`config.mk`:
```
export PLATFORM = sky130hd
export DESIGN_NAME = hrm_ctrl
export DESIGN_NICKNAME = d
export VERILOG_FILES = /design/src/hdl/hrm_pkg.sv /design/src/hdl/hrm_ctrl.sv
export SDC_FILE = /design/constraint.sdc
export NUM_CORES = 1
export LEC_CHECK = 0
export BUFFER_PORTS_ARGS = -buffer_cell sky130_fd_sc_hd__buf_2
export CAP_MARGIN = 25
export CORE_AREA = 8 8 45 47
export CTS_CLUSTER_SIZE = 14
export DETAILED_ROUTE_END_ITERATION = 8
export DIE_AREA = 0 0 53 55
export MAX_ROUTING_LAYER = met4
export PLACE_DENSITY = 0.62
export SLEW_MARGIN = 10
export SYNTH_ARGS = -nofsm -noshare
export SYNTH_HDL_FRONTEND = slang
export SYNTH_SLANG_ARGS = --single-unit
```
`constraint.sdc`:
```
create_clock -name clk -period 1.25 [get_ports clk]
set_input_delay 0.0625 -clock clk [delete_from_list [all_inputs] [get_ports clk]]
set_output_delay 0.0625 -clock clk [all_outputs]
set_load 0.01 [all_outputs]
```
`src/hdl/hrm_pkg.sv`:
```
`timescale 1ns / 1ps
// ----------------------------------------------------------------------------
// hrm_pkg
// Types and constants shared by the heartbeat rate monitor modules.
// ----------------------------------------------------------------------------
package hrm_pkg;

	// configuration register indexes
	localparam int CFG_IDX_W = 4;
	localparam int CFG_DATA_W = 11;
	localparam logic [CFG_IDX_W-1:0] CFG_WINDOW_LENGTH = 4'd0;
	localparam logic [CFG_IDX_W-1:0] CFG_LOG_DEPTH = 4'd1;

	localparam logic [6:0] WINDOW_LENGTH_RST = 7'd16;
	localparam logic [10:0] LOG_DEPTH_RST = 11'd1024;

	// field widths
	localparam int TS_W = 63;
	localparam int TAG_W = 32;
	localparam int SLOT_OUT_W = 10;
	localparam int RATE_W = 48;
	localparam int OPND_W = 64;

	// 1e9 * 2^16, split into 32-bit and 14-bit halves for the multiplier
	localparam logic [45:0] NS_Q16 = 46'd65536000000000;
	localparam logic [31:0] NS_Q16_LO = NS_Q16[31:0];
	localparam logic [31:0] NS_Q16_HI = {18'd0, NS_Q16[45:32]};

	// dividend of 64 x 46 bits, worked two bits a step
	localparam int DVD_W = 110;
	localparam int DIV_STEPS = DVD_W / 2;
	localparam int MUL_PARTS = 4;

	typedef enum logic [1:0] {
		DIV_INST,
		DIV_WAVG,
		DIV_GLB
	} div_sel_t;

	typedef enum logic [3:0] {
		ST_IDLE,
		ST_WIN,
		ST_INST,
		ST_INST_W,
		ST_WAVG,
		ST_WAVG_W,
		ST_GLB,
		ST_GLB_W,
		ST_DONE
	} state_t;

	typedef struct packed {
		logic load;
		logic win_upd;
		logic div_start;
		div_sel_t div_sel;
		logic store_res;
		logic out_load;
	} dp_cmd_t;

	typedef struct packed {
		logic started;
		logic div_done;
	} dp_sts_t;

endpackage

```
`src/hdl/hrm_ctrl.sv`:
```
`timescale 1ns / 1ps
// ----------------------------------------------------------------------------
// hrm_ctrl
// Controller: sequences window update, three divisions (not for beat 0), hand-off.
// ----------------------------------------------------------------------------
module hrm_ctrl import hrm_pkg::*; (
	input  logic    clk,
	input  logic    arst_n,
	input  logic    in_valid,
	output logic    in_ready,
	output logic    out_valid,
	input  logic    out_ready,
	input  dp_sts_t sts,
	output dp_cmd_t cmd
);

	state_t state_q, state_nxt;
	logic out_valid_q;
	logic accept, out_free;

	assign accept = in_valid && (state_q == ST_IDLE);
	assign out_free = !out_valid_q || out_ready;

	// next state
	always_comb begin
		state_nxt = state_q;
		case (state_q)
			ST_IDLE: if (accept) state_nxt = sts.started ? ST_WIN : ST_DONE;
			ST_WIN: state_nxt = ST_INST;
			ST_INST: state_nxt = ST_INST_W;
			ST_INST_W: if (sts.div_done) state_nxt = ST_WAVG;
			ST_WAVG: state_nxt = ST_WAVG_W;
			ST_WAVG_W: if (sts.div_done) state_nxt = ST_GLB;
			ST_GLB: state_nxt = ST_GLB_W;
			ST_GLB_W: if (sts.div_done) state_nxt = ST_DONE;
			ST_DONE: if (out_free) state_nxt = ST_IDLE;
			default: state_nxt = ST_IDLE;
		endcase
	end

	// commands
	always_comb begin
		cmd = '0;
		cmd.div_sel = DIV_INST;
		case (state_q)
			ST_IDLE: cmd.load = accept;
			ST_WIN: cmd.win_upd = 1'b1;
			ST_INST: cmd.div_start = 1'b1;
			ST_INST_W: cmd.store_res = sts.div_done;
			ST_WAVG: begin
				cmd.div_sel = DIV_WAVG;
				cmd.div_start = 1'b1;
			end
			ST_WAVG_W: begin
				cmd.div_sel = DIV_WAVG;
				cmd.store_res = sts.div_done;
			end
			ST_GLB: begin
				cmd.div_sel = DIV_GLB;
				cmd.div_start = 1'b1;
			end
			ST_GLB_W: begin
				cmd.div_sel = DIV_GLB;
				cmd.store_res = sts.div_done;
			end
			ST_DONE: cmd.out_load = out_free;
			default: ;
		endcase
	end

	// state and output valid
	always_ff @(posedge clk or negedge arst_n) begin
		if (!arst_n) begin
			state_q <= ST_IDLE;
			out_valid_q <= 1'b0;
		end else begin
			state_q <= state_nxt;
			if (cmd.out_load)
				out_valid_q <= 1'b1;
			else if (out_ready)
				out_valid_q <= 1'b0;
		end
	end

	assign in_ready = (state_q == ST_IDLE);
	assign out_valid = out_valid_q;

endmodule

```
==> flow_summary.toml, run 1 <==
[floorplanning]
ios = 15
start_util_pct = 25.5
dieArea_um2 = 2920
core_um2 = 1380
rows = 14
die_w_um = 53
die_h_um = 55

[setup_path]
startpoint_type = "flop"
cp.required_ns = 1.19
crit_slowest_cell = "dfrtp_1"
critPathMaxFanout = 6
path_cells = "buf_6 > nor4_4 > and2_1 > buf_2"
max_stage_delay_ns = 0.38
rrSetupSlack_ns = -0.12
crit_type = "flop to output port"
cp-end-kind = "output port"
cp_data_arrival_time_ns = 1.33

[timing]
skew_ns = 0.00297
fin_crit_ns = 1.39
final.setup.worst_slack_ns = -0.144
fin_tns_setup_ns = -0.581
setup_viol = 9
drv_slew = 0
worst_pin_slew_ns = 0.249
grt_setup_unrepaired = "true"
hold_viol = 0
max_clock_freq_ghz = 0.717
relSlewSlack_pct = 83.4
period_share_pct = 112

[routing]
drc = 0
drt_wl_total_mm = 1.09
drt_iter0_markers = 4
vias = 403
post_drt_wl_per_cell_um = 12.8
drt_pass1_iterations = 4
ant_nets = 0
vias_per_cell = 4.74

[global_route]
grt.overflow.total = 0
grt_pass1_vias = 402
grt_pass1_wl_mm = 1.69
grt_antenna_before_repair = 0
grt_max_degree = 12
groute.usage.overall_pct = 8.14

[place]
routabilityCongestion = 0.748
portBuffers = 14
dp_hpwl_um = 704

[final_layout]
nets = 76
drive_above_1_share_pct = 59.4
postLayoutCoreUtil_pct = 46.7
area_growth_pct = 83.3
layout_commonest_cell = "buf_2"
n_antenna_cell = 0
layout_common_cells = "buf_2 (14), buf_4 (9), buf_6 (7)"

[yosys]
yosysWarnings = 0
synth_area_um2 = 353
ys_ff_latch = 5
syn_nets = 44
avgSynthCellArea_um2 = 9.29
synthCells = 38
yosysSeqAreaShare_pct = 35.5
yosysUniqueCellTypes = 25

[clock_tree]
cts_buffers = 3
root_buffer = "clkbuf_4"
cts.sinks = 5
clock_latency_ns = 0.24
cts_buffer_depth = 2
tritoncts = "yes"
clk_pin_slew_worst_paths_ns = 0.05
h-tree-depth = 1

[power_and_ir_drop]
leakage_nw = 0.312
p_per_area_nw_per_um2 = 2730
worst_ir_drop_vdd_mv = 1.22

[flow_run]
maxCapViolCount = 0

[run_status]
status = "complete, but fails checks"
failed_checks = "setup timing"

[hold_path]
hold_path_class = "input pin to flop"
==> path summary, 6_finish.rpt <==
check                                 from    endpoint  cells past startpoint
worst max-delay path            state_q[1]      cmd[6]                      4
worst min-delay path             out_ready   out_valid                      3
worst max register to register  state_q[1]  state_q[3]                      6
worst min register to register   out_valid   out_valid                      2
max in group asynchronous           arst_n  state_q[3]                      2
min in group asynchronous           arst_n   out_valid                      2
==> worst max-delay path, delay by kind of cell (launching register included) <==
kind	cells	cell delay [ns]
buffers and inverters	2	0.27
flip-flops	1	0.38
AND/OR/NAND/NOR	2	0.45
==> logic make-up after synthesis <==
logic type	after synthesis	synth area share (%)
buffers and inverters	4	7.09
AOI/OAI and AO/OA	6	13.8
DFF	5	35.5
xor gates and xnor gates	1	2.48
and+or+nand+nor	22	41.1
==> sequential cells by signal, summed over array words and instances (netlist names) <==
name       cells
out_valid      1
state_q        4
==> metal layers <==
metal  up-vias  wire [um]  global-route usage (%)
li1        199          -                       -
met1       198        432                    7.98
met2         6        603                    13.9
met3         0         52                    1.60
met4         0          0                    6.47
met5         -          0                       -
==> report_power, final <==
| part | leakage (nW) | switching, mW | internal, mW |
|---|---|---|---|
| clock network | 0.0150 | 0.0668 | 0.121 |
| registers | 0.0621 | 0.0984 | 0.239 |
| logic | 0.235 | 0.551 | 0.690 |
==> area by class of cell <==
class	instances	area [um^2]
well taps	16	20.0
repair buffers	31	226
fillers	144	737
flip-flops and latches	5	126
clock buffers	4	26.3
multi-input cells	29	248
==> synthesized netlist by cell type (all sizes together) <==
library cell,instances,share of area (%)
a31oi,1,1.8
xor2,1,2.5
dfrtp,5,35
o21ai,1,1.4
nand2b,2,3.5
a21oi,1,1.4
nor2,3,3.9
nand2,3,3.2
nor3,2,2.8
nor2b,1,1.8
and2,1,1.8
or2b,1,2.1
nor4b,1,2.5
a211oi,1,2.1
nor4,2,7.1
o32ai,1,4.6
nand3b,2,4.3
and3b,1,2.5
or4,1,2.1
o22a,1,2.5
nor3b,1,2.1
buf,4,7.1
nand3,1,1.4
==> per-stage QoR <==
stage	setup WS, ns	instance area (um^2)	hold slack, ns	cells	power, mW
final	-0.144	647	0.143	85	1.77
after CTS	-0.135	593	0.146	82	1.60
after detailed placement	0.0417	470	-0.120	71	1.12
after global routing	-0.180	647	0.172	85	1.88
after global placement	0.0650	470	-0.119	71	1.12
after floorplan	0.0341	353	-0.233	38	0.823
==> what timing repair did <==
| action | 4_1_cts | 5_1_grt |
|---|---|---|
| setup buffers | 6 | 3 |
| hold buffers | 1 | 0 |
| setup endpoints to repair | 6 | 10 |
| resized for setup | 8 | 7 |
| pin swaps | 3 | 8 |
| endpoints found under the hold margin | 5 | 0 |
Power figures use the tool's default switching activity.
==> inputs of run 2 (changes only) <==
--- a/config.mk
+++ b/config.mk
@@ -12,7 +12,6 @@
 export DETAILED_ROUTE_END_ITERATION = 8
 export DIE_AREA = 0 0 53 55
 export MAX_ROUTING_LAYER = met4
-export PLACE_DENSITY = 0.62
 export SLEW_MARGIN = 10
 export SYNTH_ARGS = -nofsm -noshare
 export SYNTH_HDL_FRONTEND = slang
==> run 2 against run 1 <==
Net effect:
- the run still ends with setup timing left
- die area did not move
- global-route usage shrank 1.2 points
- clock skew rose by 0.0021 ns
- sequential power shrank 4%
- first-iteration DRC count fell by 75%
- sequential share of layout area is 1.3 points higher
- cell count is 4.7% lower
- routed wire length fell by 7.0%
- critical path type unchanged
- critical endpoint is now cmd[5]
==> flow_summary.toml, run 2 (same netlist as run 1, synthesis figures left out) <==
[global_route]
groute.usage.overall_pct = 6.95
grt_pass1_wl_mm = 1.42
grt_antenna_before_repair = 0
grt_pass1_vias = 344
grt_max_degree = 12
grt.overflow.total = 0

[final_layout]
layout_common_cells = "buf_2 (14), buf_4 (7), buf_6 (5)"
regMostFlops = "state_q"
area_growth_pct = 72.0
fillers = 136
layout_commonest_cell = "buf_2"
final_area_um2 = 607
postLayoutCoreUtil_pct = 43.9
n_antenna_cell = 0
nets = 72
drive_above_1_share_pct = 55.4
largest_register_ffs = 4

[timing]
grt_setup_unrepaired = "true"
period_share_pct = 109
hold_viol = 0
fin_crit_ns = 1.37
relSlewSlack_pct = 86.7
worst_pin_slew_ns = 0.197
skew_ns = 0.00512
fin_tns_setup_ns = -0.470
drv_slew = 0
max_clock_freq_ghz = 0.732
setup_viol = 7
final.setup.worst_slack_ns = -0.116

[clock_tree]
clock_latency_ns = 0.25
cts.sinks = 5
clk_pin_slew_worst_paths_ns = 0.04
root_buffer = "clkbuf_4"
tritoncts = "yes"
cts_buffer_depth = 2
h-tree-depth = 1
cts_buffers = 3

[setup_path]
cp_data_arrival_time_ns = 1.30
cp.required_ns = 1.19
cp-startpoint = "state_q[1]"
crit_slowest_cell = "dfrtp_1"
r2r-start = "state_q[1]"
startpoint_type = "flop"
cp-end-kind = "output port"
crit_type = "flop to output port"
max_stage_delay_ns = 0.37
critPathMaxFanout = 6
path_cells = "buf_6 > buf_4 > nor4b_4 > buf_2"

[floorplanning]
die_h_um = 55
core_um2 = 1380
start_util_pct = 25.5
rows = 14
die_w_um = 53
dieArea_um2 = 2920
ios = 15

[run_status]
failed_checks = "setup timing"
status = "complete, but fails checks"

[place]
dp_slack_ns = 0.0479
routabilityCongestion = 0.763
dp_hpwl_um = 703
portBuffers = 14
placed_cell_area_um2 = 463

[routing]
post_drt_wl_per_cell_um = 12.5
vias_per_cell = 4.81
ant_nets = 0
vias = 390
drt_wl_total_mm = 1.01
drt_iter0_markers = 1
drc = 0
drt_pass1_iterations = 3

[power_and_ir_drop]
p_per_area_nw_per_um2 = 2680
finalPower_mw = 1.63
leakage_nw = 0.291
worst_ir_drop_vdd_mv = 0.779

[hold_path]
hold_path_class = "input pin to flop"
holdCritStartpoint = "out_ready"

[flow_run]
maxCapViolCount = 0
-- run 2: per-stage QoR --
step / instances / hold slack (ns)
2_1_floorplan: 38 / -0.233
3_3_place_gp: 70 / -0.120
3_5_place_dp: 70 / -0.118
4_1_cts: 79 / 0.136
5_1_grt: 81 / 0.161
6_report: 81 / 0.132
-- run 2: report_power, final --
group / switching [mW] / internal [mW] / total [mW] / leakage [nW]
sequential: 0.0836 / 0.239 / 0.323 / 0.0621
clock: 0.0670 / 0.121 / 0.188 / 0.0150
combinational: 0.524 / 0.593 / 1.12 / 0.214
total: 0.674 / 0.953 / 1.63 / 0.291
-- run 2: final cells by class --
class,instances,area [um^2],area share [%]
Multi-Input combinational cell,29,245,40.4
Tap cell,16,20.0,3.30
Timing Repair Buffer,27,189,31.1
Sequential cell,5,126,20.8
Clock buffer,4,26.3,4.33
-- run 2: worst paths after layout --
path                              end  slack (ns)  depth (start not counted)
max                            cmd[5]       -0.12                          4
min                         out_valid        0.13                          3
max reg2reg                state_q[3]        0.04                          3
min reg2reg                 out_valid        0.53                          2
max in group asynchronous  state_q[3]        0.94                          2
min in group asynchronous   out_valid        0.17                          2
-- run 2: timing repair --
item	CTS	global route
resized for setup	5	7
pin swaps	2	1
hold endpoints to repair	5	0
buffers inserted	4	2
endpoints found under the setup margin	6	8
hold buffers	1	0
-- run 2: routing by layer --
metal  share of wire, %  routed length [um]  up-vias  track usage, %
met3                 11                 116        4            1.34
met1                 37                 379      180            7.07
met4                3.0                  30        0            7.76
met2                 48                 486       14            10.5
met5                  0                   0        -               -
li1                   -                   -      192               -
-- run 2: critical path: cells and delay by family (launching register included) --
kind | cells | cell delay [ns]
buffers and inverters | 3 | 0.44
flip-flops | 1 | 0.37
AND/OR/NAND/NOR | 1 | 0.25
